--- config.mk ---
export PLATFORM = sky130hd
export DESIGN_NAME = sensor_range_autocal_detent
export DESIGN_NICKNAME = d
export VERILOG_FILES = /design/src/design/sracd_pkg.sv /design/src/design/sracd_ram.sv /design/src/design/sracd_calc.sv /design/src/design/sensor_range_autocal_detent.sv
export VERILOG_INCLUDE_DIRS = /design/src /design/src/design
export SDC_FILE = /design/constraint.sdc
export NUM_CORES = 2
export LEC_CHECK = 0
export ABC_CLOCK_PERIOD_IN_PS = 53000
export BUFFER_PORTS_ARGS = -buffer_cell sky130_fd_sc_hd__buf_2
export CORE_ASPECT_RATIO = 0.6
export CORE_MARGIN = 5
export CORE_UTILIZATION = 29
export CTS_CLUSTER_DIAMETER = 50
export DETAILED_ROUTE_END_ITERATION = 8
export GPL_ROUTABILITY_DRIVEN = 1
export HOLD_SLACK_MARGIN = 0.15
export SYNTH_ARGS = -nofsm -noshare
export SYNTH_HDL_FRONTEND = slang
export SYNTH_HIERARCHICAL = 1
export SYNTH_SLANG_ARGS = --single-unit
--- constraint.sdc ---
create_clock -name clk -period 53 [get_ports clk]
set_input_delay 15.9 -clock clk [delete_from_list [all_inputs] [get_ports clk]]
set_output_delay 15.9 -clock clk [all_outputs]
set_load 0.05 [all_outputs]
--- src/design/sensor_range_autocal_detent_assert.svh ---
// Assertion macros shared by the calibration block.
// Include by bare file name at the end of a module; needs clk and rst in scope.
`ifndef SENSOR_RANGE_AUTOCAL_DETENT_ASSERT_SVH
`define SENSOR_RANGE_AUTOCAL_DETENT_ASSERT_SVH

// Same-cycle implication, off during reset
`define SRACD_ASSERT_NOW(label, ante, cons) \
  label: assert property (@(posedge clk) disable iff (rst) (ante) |-> (cons)) \
    else $error("sracd assertion failed");

// Next-cycle implication, off during reset
`define SRACD_ASSERT_NEXT(label, ante, cons) \
  label: assert property (@(posedge clk) disable iff (rst) (ante) |=> (cons)) \
    else $error("sracd assertion failed");

`endif

--- src/design/sracd_pkg.sv ---
// Types, codes and helper functions of the sensor range calibration block.
// No dependencies; imported by sracd_calc, the top module and the testbench.
package sracd_pkg;

  // Request codes
  localparam logic [1:0] REQ_SAMPLE   = 2'd0;
  localparam logic [1:0] REQ_SET_LOW  = 2'd1;
  localparam logic [1:0] REQ_SET_HIGH = 2'd2;

  // Configuration register indexes
  localparam logic [1:0] CFG_RESOLUTION = 2'd0;
  localparam logic [1:0] CFG_ACTIVE     = 2'd1;
  localparam logic [1:0] CFG_MASK       = 2'd2;

  // Register reset values
  localparam logic [4:0]  RESOLUTION_RESET = 5'd12;
  localparam logic [4:0]  ACTIVE_RESET     = 5'd16;
  localparam logic [15:0] MASK_RESET       = 16'd0;

  // Widest converter and number of channels with a mask bit
  localparam logic [4:0] MAX_RES_BITS = 5'd16;
  localparam logic [7:0] MASK_CHANNELS = 8'd16;

  // Detent half-width is range / (2 * DEADZONE_DEN) = range / 40.
  // Done as (range >> 3) / 5, the divide by 5 as a reciprocal multiply,
  // exact for the 13-bit operand.
  localparam int          DEADZONE_DEN = 20;
  localparam int          HALF_PRESHIFT = 3;
  localparam logic [15:0] RECIP_MUL = 16'd52429;
  localparam int          RECIP_SHIFT = 18;

  typedef struct packed {
    logic [1:0]  req_type;
    logic [7:0]  channel;
    logic [15:0] value_in;
  } req_t;

  typedef struct packed {
    logic        status;
    logic [15:0] value_out;
    logic        chan_enabled;
    logic [15:0] min_seen;
    logic [15:0] max_seen;
    logic [15:0] detent_low;
    logic [15:0] detent_high;
  } rsp_t;

  // One channel's calibration row, as stored in the table memory
  typedef struct packed {
    logic [15:0] min_v;
    logic [15:0] max_v;
    logic [15:0] dlo;
    logic [15:0] dhi;
  } row_t;

  typedef struct packed {
    logic        we;
    row_t        row;
  } wr_t;

  typedef struct packed {
    logic [4:0]  resolution_bits;
    logic [4:0]  active_channels;
    logic [15:0] channel_enable_mask;
  } cfg_t;

  // Converter full scale: 2^bits, or 65535 from 16 bits upwards
  function automatic logic [15:0] conv_max(input logic [4:0] bits);
    logic [16:0] pow;
    pow = 17'd1 << bits[3:0];
    if (bits >= MAX_RES_BITS) begin
      return 16'hFFFF;
    end
    return pow[15:0];
  endfunction

  // Row of a channel that has not been touched since the last table init
  function automatic row_t init_row(input logic [15:0] m);
    row_t r;
    r.min_v = m;
    r.max_v = 16'd0;
    r.dlo   = 16'd0;
    r.dhi   = m;
    return r;
  endfunction

endpackage

--- src/design/sracd_ram.sv ---
// Generic single-write, single-read RAM with registered read data.
// No dependencies.
module sracd_ram #(
  parameter int WIDTH = 64,
  parameter int DEPTH = 16
) (
  input  logic                                  clk,
  input  logic                                  we,
  input  logic [(DEPTH > 1 ? $clog2(DEPTH) : 1)-1:0] waddr,
  input  logic [WIDTH-1:0]                      wdata,
  input  logic                                  re,
  input  logic [(DEPTH > 1 ? $clog2(DEPTH) : 1)-1:0] raddr,
  output logic [WIDTH-1:0]                      rdata
);

  logic [WIDTH-1:0] mem [DEPTH];

  // Write port
  always_ff @(posedge clk) begin
    if (we) begin
      mem[waddr] <= wdata;
    end
  end

  // Read port; data holds while re is low
  always_ff @(posedge clk) begin
    if (re) begin
      rdata <= mem[raddr];
    end
  end

endmodule

--- src/design/sracd_calc.sv ---
// Per-item calibration datapath: clamp, min/max update, detent window, set requests.
// Depends on sracd_pkg.
module sracd_calc
  import sracd_pkg::*;
#(
  parameter int NUM_CHANNELS = 16
) (
  input  req_t item,
  input  row_t row,
  input  cfg_t cfg,
  output rsp_t rsp,
  output wr_t  wr
);

  localparam logic [7:0] NUM_CH_L = 8'(NUM_CHANNELS);

  logic        chan_ok;
  logic        en;
  logic [15:0] m;
  logic [15:0] v;
  logic [15:0] mn;
  logic [15:0] mx0;
  logic [15:0] mx;
  logic [15:0] rng;
  logic [15:0] rng1;
  logic [15:0] ctr;
  logic [12:0] r8;
  logic [28:0] prod;
  logic [15:0] half;
  logic [15:0] lo;
  logic [16:0] hi_w;
  logic [15:0] hi;
  row_t        row_new;

  // Channel checks
  always_comb begin
    chan_ok = (item.channel < {3'b000, cfg.active_channels}) && (item.channel < NUM_CH_L);
    en = (item.channel < MASK_CHANNELS) ? cfg.channel_enable_mask[item.channel[3:0]] : 1'b0;
  end

  // Clamp and track the observed range
  always_comb begin
    m    = conv_max(cfg.resolution_bits);
    v    = (item.value_in > m) ? m : item.value_in;
    mn   = (v < row.min_v) ? v : row.min_v;
    mx0  = (v > row.max_v) ? v : row.max_v;
    mx   = (mx0 < mn) ? mn : mx0;
    rng  = mx - mn;
    rng1 = (rng == 16'd0) ? 16'd1 : rng;
    ctr  = mn + (rng1 >> 1);
  end

  // Detent window: centre +/- range/40, floored at zero, saturated at full scale
  always_comb begin
    r8   = rng1[15:HALF_PRESHIFT];
    prod = r8 * RECIP_MUL;
    half = 16'(prod >> RECIP_SHIFT);
    lo   = (ctr > half) ? (ctr - half) : 16'd0;
    hi_w = {1'b0, ctr} + {1'b0, half};
    hi   = (hi_w > {1'b0, m}) ? m : hi_w[15:0];
  end

  // Decode the request and build the result and the row write
  always_comb begin
    rsp     = '0;
    row_new = row;
    wr.we   = 1'b0;
    if (!chan_ok) begin
      rsp.status = 1'b1;
    end else begin
      case (item.req_type)
        REQ_SAMPLE: begin
          rsp.value_out = v;
          if (en) begin
            row_new.min_v = mn;
            row_new.max_v = mx;
            row_new.dlo   = lo;
            row_new.dhi   = hi;
            wr.we         = 1'b1;
          end
        end
        REQ_SET_LOW: begin
          if (en) begin
            row_new.dlo = item.value_in;
            wr.we       = 1'b1;
          end else begin
            rsp.status = 1'b1;
          end
        end
        REQ_SET_HIGH: begin
          if (en) begin
            row_new.dhi = item.value_in;
            wr.we       = 1'b1;
          end else begin
            rsp.status = 1'b1;
          end
        end
        default: begin
          rsp.status = 1'b1;
        end
      endcase
      rsp.chan_enabled = en;
      rsp.min_seen     = row_new.min_v;
      rsp.max_seen     = row_new.max_v;
      rsp.detent_low   = row_new.dlo;
      rsp.detent_high  = row_new.dhi;
    end
    wr.row = row_new;
  end

endmodule

--- src/design/sensor_range_autocal_detent.sv ---
// Throughput: one request per cycle while rsp_stall does not hold the stages, on
// any mix of channels; the table memory is read at accept and written as the item
// leaves the working stage, with a forwarding register covering back-to-back
// beats on the same channel.
// Reset (rst, synchronous): registers to 12 bits / 16 channels / mask 0, tables
// reinitialised at once by clearing per-channel valid bits; no clearing pass.
module sensor_range_autocal_detent
  import sracd_pkg::*;
#(
  parameter int NUM_CHANNELS = 16
) (
  input  logic       clk,
  input  logic       rst,
  input  logic       req_valid,
  output logic       req_stall,
  input  req_t       req,
  output logic       rsp_valid,
  input  logic       rsp_stall,
  output rsp_t       rsp,
  input  logic       cfg_valid,
  output logic       cfg_ready,
  input  logic [1:0] cfg_index,
  input  logic [15:0] cfg_data
);

  localparam int CH_W = (NUM_CHANNELS > 1) ? $clog2(NUM_CHANNELS) : 1;
  localparam int VLD_N = 1 << CH_W;

  cfg_t             cfg;
  logic [VLD_N-1:0] vld;
  logic             s1_full;
  req_t             s1_item;
  logic             s1_vld;
  logic             byp_hit;
  row_t             byp_row;
  logic             out_full;
  logic             accept;
  logic             s1_adv;
  logic [CH_W-1:0]  rd_idx;
  logic [CH_W-1:0]  wr_idx;
  row_t             ram_row;
  row_t             s1_row;
  rsp_t             rsp_next;
  wr_t              wr;
  logic             ram_we;

  // Handshake
  always_comb begin
    s1_adv    = s1_full && (!out_full || !rsp_stall);
    req_stall = s1_full && !s1_adv;
    accept    = req_valid && !req_stall;
    rd_idx    = req.channel[CH_W-1:0];
    wr_idx    = s1_item.channel[CH_W-1:0];
    ram_we    = s1_adv && wr.we;
    rsp_valid = out_full;
    cfg_ready = 1'b1;
  end

  // Configuration registers
  always_ff @(posedge clk) begin
    if (rst) begin
      cfg.resolution_bits     <= RESOLUTION_RESET;
      cfg.active_channels     <= ACTIVE_RESET;
      cfg.channel_enable_mask <= MASK_RESET;
    end else if (cfg_valid && cfg_ready) begin
      case (cfg_index)
        CFG_RESOLUTION: cfg.resolution_bits     <= cfg_data[4:0];
        CFG_ACTIVE:     cfg.active_channels     <= cfg_data[4:0];
        CFG_MASK:       cfg.channel_enable_mask <= cfg_data;
        default: begin
        end
      endcase
    end
  end

  // Row valid bits: drop all on reset or resolution write, set on row write
  always_ff @(posedge clk) begin
    if (rst || (cfg_valid && cfg_ready && (cfg_index == CFG_RESOLUTION))) begin
      vld <= '0;
    end else if (ram_we) begin
      vld[wr_idx] <= 1'b1;
    end
  end

  // Calibration table: one row of four values per channel
  sracd_ram #(
    .WIDTH($bits(row_t)),
    .DEPTH(NUM_CHANNELS)
  ) u_table (
    .clk  (clk),
    .we   (ram_we),
    .waddr(wr_idx),
    .wdata(wr.row),
    .re   (accept),
    .raddr(rd_idx),
    .rdata(ram_row)
  );

  // Working stage: item, sampled valid bit and forwarded row
  always_ff @(posedge clk) begin
    if (rst) begin
      s1_full <= 1'b0;
      byp_hit <= 1'b0;
    end else begin
      if (accept) begin
        s1_full <= 1'b1;
        byp_hit <= ram_we && (s1_item.channel == req.channel);
      end else if (s1_adv) begin
        s1_full <= 1'b0;
      end
    end
  end

  always_ff @(posedge clk) begin
    if (accept) begin
      s1_item <= req;
      s1_vld  <= vld[rd_idx];
      byp_row <= wr.row;
    end
  end

  // Pick the current row: forwarded, stored, or fresh after init
  always_comb begin
    if (byp_hit) begin
      s1_row = byp_row;
    end else if (s1_vld) begin
      s1_row = ram_row;
    end else begin
      s1_row = init_row(conv_max(cfg.resolution_bits));
    end
  end

  sracd_calc #(
    .NUM_CHANNELS(NUM_CHANNELS)
  ) u_calc (
    .item(s1_item),
    .row (s1_row),
    .cfg (cfg),
    .rsp (rsp_next),
    .wr  (wr)
  );

  // Response register
  always_ff @(posedge clk) begin
    if (rst) begin
      out_full <= 1'b0;
    end else if (s1_adv) begin
      out_full <= 1'b1;
    end else if (!rsp_stall) begin
      out_full <= 1'b0;
    end
  end

  always_ff @(posedge clk) begin
    if (s1_adv) begin
      rsp <= rsp_next;
    end
  end

`include "sensor_range_autocal_detent_assert.svh"

  `SRACD_ASSERT_NOW(a_write_on_advance, ram_we, s1_full && s1_adv)
  `SRACD_ASSERT_NOW(a_hold_when_blocked, s1_full && out_full && rsp_stall, req_stall)
  `SRACD_ASSERT_NOW(a_reject_zero_value, rsp_valid && rsp.status, rsp.value_out == 16'd0)
  `SRACD_ASSERT_NEXT(a_accept_fills_stage, accept, s1_full)

endmodule

# After elaboration in Yosys (flattened, before gate mapping)

Memories as Yosys holds them, arrays and structs flattened. A register that Yosys moved wholly into a read port is not among the register bits.
Index checks and enable logic that the tools add are counted.

Multipliers: 1
Bitwise gates (word level): 1
$lt $le $gt $ge: 12
Equality and inequality tests: 6
Shift operators: 1
Add/sub/neg operators: 4
Multiplexer cells: 40
Reduce and logical (&&, ||, !) cells: 24

Operators with widths:

| operator                 | number |
|---|---|
| $mux W64                 | 4 |
| $mux W16                 | 12 |
| $pmux W16 S2             | 2 |
| $gt A16 B16 Y1           | 2 |
| $lt A16 B16 Y1           | 2 |
| $mux W32                 | 1 |
| $mul A13 B16 Y29 const B | 1 |
| $add A16 B11 Y17         | 1 |
| $gt A17 B16 Y1           | 1 |
| $mux W1                  | 17 |
| $add A16 B15 Y16         | 1 |
| $gt A16 B11 Y1           | 1 |
| $logic_not A16 Y1        | 1 |
| $or A16 B16 Y16          | 1 |
| $shl A1 B4 Y16 const A   | 1 |
| $sub A16 B11 Y16         | 1 |
| $sub A16 B16 Y16         | 1 |
| $lt A4 B5 Y1 const B     | 2 |
| $bmux W1 S4              | 2 |
| $eq A8 B8 Y1             | 1 |
| $logic_and A1 B1 Y1      | 8 |
| $lt A8 B5 Y1             | 1 |
| $lt A8 B5 Y1 const B     | 1 |
| $reduce_and A2 Y1        | 4 |
| other kinds (13)         | 20 |

Bits in writable memories: 1024
Output and inout port bits: 85
Input bits: 49
Memories: 1
Logic and storage cells: 112
Register bits after elaboration: 218

Memories:

| memory      | depth | bits a word | rd ports | clocked after Yosys merged registers in | write ports | line            | source |
|---|---|---|---|---|---|---|---|
| u_table.mem | 16    | 64          | 1        | 1                                       | 1           | sracd_ram.sv:16 | `logic [WIDTH-1:0] mem [DEPTH];` |

# Depth between registers and ports, before layout

Word-level depth: 21
Mapped depth: 94

# Cells and area by module

The synthesis kept the hierarchy.

Modules (own cells, without submodules):

| module                      | cells each | instances | area an instance (µm²) |
|---|---|---|---|
| sracd_ram                   | 1647       | 1         | 40222.3 |
| sracd_calc                  | 1590       | 1         | 11258.3 |
| sensor_range_autocal_detent | 502        | 1         | 7907.6 |

# Worst setup path after synthesis

Ideal clock, no wire load.

Path type: input-to-output
Start: in rsp_stall
End: out req_stall
Setup slack: 20757 ps
Stages: 2
Data arrival time: 16343 ps
Path through: nand3_1 -> inv_1

Word-level cells in the longest chain between the ends: 5

Ends and longest elaborated chain:

| element             | line                              | source |
|---|---|---|
| start: declaration  | sensor_range_autocal_detent.sv:18 | `input logic rsp_stall,` |
| $logic_not A1 Y1    | n/a                               |  |
| $logic_or A1 B1 Y1  | sensor_range_autocal_detent.sv:49 | `s1_adv = s1_full && (!out_full \|\| !rsp_stall);` |
| $logic_and A1 B1 Y1 | sensor_range_autocal_detent.sv:49 |  |
| $logic_not A1 Y1    | sensor_range_autocal_detent.sv:50 | `req_stall = s1_full && !s1_adv;` |
| $logic_and A1 B1 Y1 | sensor_range_autocal_detent.sv:50 |  |
| end: declaration    | sensor_range_autocal_detent.sv:15 | `output logic req_stall,` |

Every way passes these cells.

# Worst setup path in the final report

Same ends and word-level chain as after synthesis.

==> results.toml <==
[cts]
root_buffer = "clkbuf_16"
hold_buffers = 0
cts_resized = 0
clkTransAtPathRegs_ns = 0.07
clk_latency_ns = 0.75
htreeDepth = 3
cts_inserted_buffers = 118
cts_setup_buffers = 0
cts_tree = "done"
clock-sinks = 1306
cts_buffer_depth = 3

[global_route]
grtUsageTotal = 0.159
grtUsageMet2 = 0.221
busiest_layer = "met1"
grt_pass1_wl_microns = 250000
use_met3 = 0.0598
antenna_found_initial = 8
grt_max_degree = 118
grt_use_met1 = 0.235
grt_overflow_total = 0
grt_pass1_vias = 33855

[route]
dr.pass1.iters = 8
viasPerCell = 5.27
drc = 0
ant_nets = 0
routed_wl_microns = 177000
vias = 35538
routedWlPerCell_microns = 26.2
drtIter0Drc = 4372

[yosys]
synth_edf_count = 1261
synth-main-ff-cell = "edfxtp_1"
ys_ff_latch = 1306
synth_top_area_share = 0.638
async_flop_share = 0
synth_warnings = 6
post_synth_main_area_contributors = "edfxtp_1 64%, mux4_2 10%, ha_1 4.6%, a22oi_1 1.9%, fa_1 1.8%"
ys_types = 97
syn-mean-instance-area_sq_um = 15.9
synthTopCellsByCount = "1261 x edfxtp_1, 269 x nand2_1, 264 x mux4_2"
yosysMostFrequentCell = "edfxtp_1"
seq_area_frac_synth = 0.653
syn_nets = 4057
yosysTopAreaCell = "edfxtp_1"
netlist_instances = 3739
syn_area_sq_mm = 0.0594

[setup_path]
crit_start = "rsp_stall"
worstSetupPathType = "input port to output pin"
cp_num_cells = 4
end_kind = "output pin"
r2r_end = "byp_row[10]$_DFFE_PP_"
slowest_stage = "buf_2"
r2r_setup_slack_ns = 30.02
cpMostUsedCell = "buf_2"
cp-start-kind = "input port"
r2r_start = "cfg[22]$_SDFFE_PP0P_"
cp_top_family = "buffers and inverters"
worst-path-max-fanout = 3
critPathMaxStageDelay_ns = 0.28
critical_path_buf_inv_count = 3
crit_end = "req_stall"
worstRegToRegCells = 84
crit_arrival_ns = 16.51
crit_chain = "buf_2 -> nand3_1 -> inv_1 -> buf_2"
critPathRequiredTime_ns = 37.10

[sta]
hold_viol = 0
finalSetupViolations = 0
slew_headroom = 0.137
slew_viol_final = 0
worst_slew_pin_slew_ns = 1.29
clock_skew_ns = 0.0562
tns_ns = 0
period_minus_slack_ns = 32.41
whs_ns = 0.454
timing.final.crit_share = 0.611
max_freq_ghz = 0.0309
rsz0062_at_grt = "false"

[die]
die-height_microns = 361
die-area_sq_mm = 0.214
core-area_sq_mm = 0.203
placementRows = 128
die_x_microns = 594
num_io_pins = 134
initial_core_util = 0.292

[placed_design]
portBuffers = 132
place.gp.congestion = 0.973
place_hpwl_microns = 114000

[layout]
area_growth_pct = 13.7
fill_cells = 19508
layout-drive-gt1-share = 0.189
nets = 4237

[job]
drv_cap = 0

[run_status]
run_status = "finished clean"

[hold_path]
hold_path.class = "flop to flop"
==> worst min-delay path, stage by stage, from the launching register on <==
cell and delay, ns:
dfxtp_1 0.31, nand2_1 0.05, a21oi_1 0.05
==> per-layer routing <==
| metal | up-vias | wire length [microns] |
|---|---|---|
| met1 | 18389 | 78400 |
| met3 | 229 | 21800 |
| met2 | 1888 | 72400 |
| met4 | 0 | 3970 |
| li1 | 15032 | - |
| met5 | - | 0 |
==> stage by stage <==
step                      cell area, sq um   util  instances  setup WS, ns
after floorplan                      59400      -       3739         20.76
after global placement               63600  0.313       6527         20.53
after detailed placement             63600  0.313       6527         20.59
after CTS                            67500  0.332       6741         20.58
after global routing                 67500  0.332       6744         20.54
final                                67500  0.332       6748         20.59
==> sequential cells by signal, indices dropped and copies added, names as in the netlist <==
name and cells:
s1_full 1, rsp 82, u_table/mem 1024, u_table/rdata 64, s1_vld 1, cfg 26
s1_item 26, rsp_valid 1, vld 16, byp_row 64, byp_hit 1
==> cells in the final DEF (no fill, tap or decap), types with 16 or more instances in the layout <==
cell / Yosys / layout
ha_1: 217 / 217
xor2_1: 26 / 26
a22o_1: 37 / 37
nor2_1: 172 / 157
clkbuf_1: 110 / 32
xnor2_1: 54 / 54
a21oi_1: 190 / 189
buf_2: 22 / 130
buf_4: 9 / 102
and3_1: 16 / 16
clkinv_1: 2 / 18
dfxtp_1: 45 / 44
a21o_1: 42 / 42
a221o_1: 32 / 32
a31oi_1: 24 / 23
o21ai_0: 90 / 86
edfxtp_1: 1261 / 1261
clkbuf_16: 0 / 121
nand3_1: 51 / 51
mux2_2: 24 / 24
inv_1: 221 / 220
mux4_2: 264 / 264
mux2i_1: 24 / 24
fa_1: 52 / 52
a22oi_1: 147 / 147
a211oi_1: 26 / 26
nor2b_1: 37 / 34
nand2_1: 269 / 268
o21bai_1: 17 / 17
==> kinds of logic (layout without fill, tap and decap cells) <==
logic type / Yosys count / count (layout) / share of synthesized area
AND/OR/NAND/NOR: 638 / 638 / 0.0486
flip-flops: 1306 / 1306 / 0.653
adder cells (fa/ha/maj): 270 / 270 / 0.0634
AO/OA/AOI/OAI: 728 / 728 / 0.0848
buffers and inverters: 400 / 674 / 0.0282
multiplexers: 314 / 314 / 0.109
other: 1 / 6 / 0.0000631
XOR/XNOR: 82 / 82 / 0.0127
==> worst min path at each step <==
stage,startpoint,to,slack (ns),depth (start not counted)
2_1_floorplan,vld[3]$_SDFFE_PP0P_,vld[3]$_SDFFE_PP0P_,0.43,2
3_3_place_gp,cfg[2]$_SDFFE_PP0P_,cfg[2]$_SDFFE_PP0P_,0.44,2
3_5_place_dp,cfg[6]$_SDFFE_PP0P_,cfg[6]$_SDFFE_PP0P_,0.45,2
4_1_cts,cfg[6]$_SDFFE_PP0P_,cfg[6]$_SDFFE_PP0P_,0.46,2
5_1_grt,cfg[6]$_SDFFE_PP0P_,cfg[6]$_SDFFE_PP0P_,0.47,2
6_report,cfg[6]$_SDFFE_PP0P_,cfg[6]$_SDFFE_PP0P_,0.45,2
==> cell type report <==
type                            count  area, sq um  area share
Antenna cell                        5         12.5    0.000185
Clock buffer                      158         3220      0.0476
Clock inverter                     56          651     0.00963
Inverter                          224          843      0.0125
Multi-Input combinational cell   2033        19100       0.283
Sequential cell                  1306        38800       0.574
Tap cell                         2730         3420      0.0506
Timing Repair Buffer              236         1490      0.0220
Power is not shown: default switching activity piles up to over one toggle a cycle in this logic, so the estimate is an artifact.
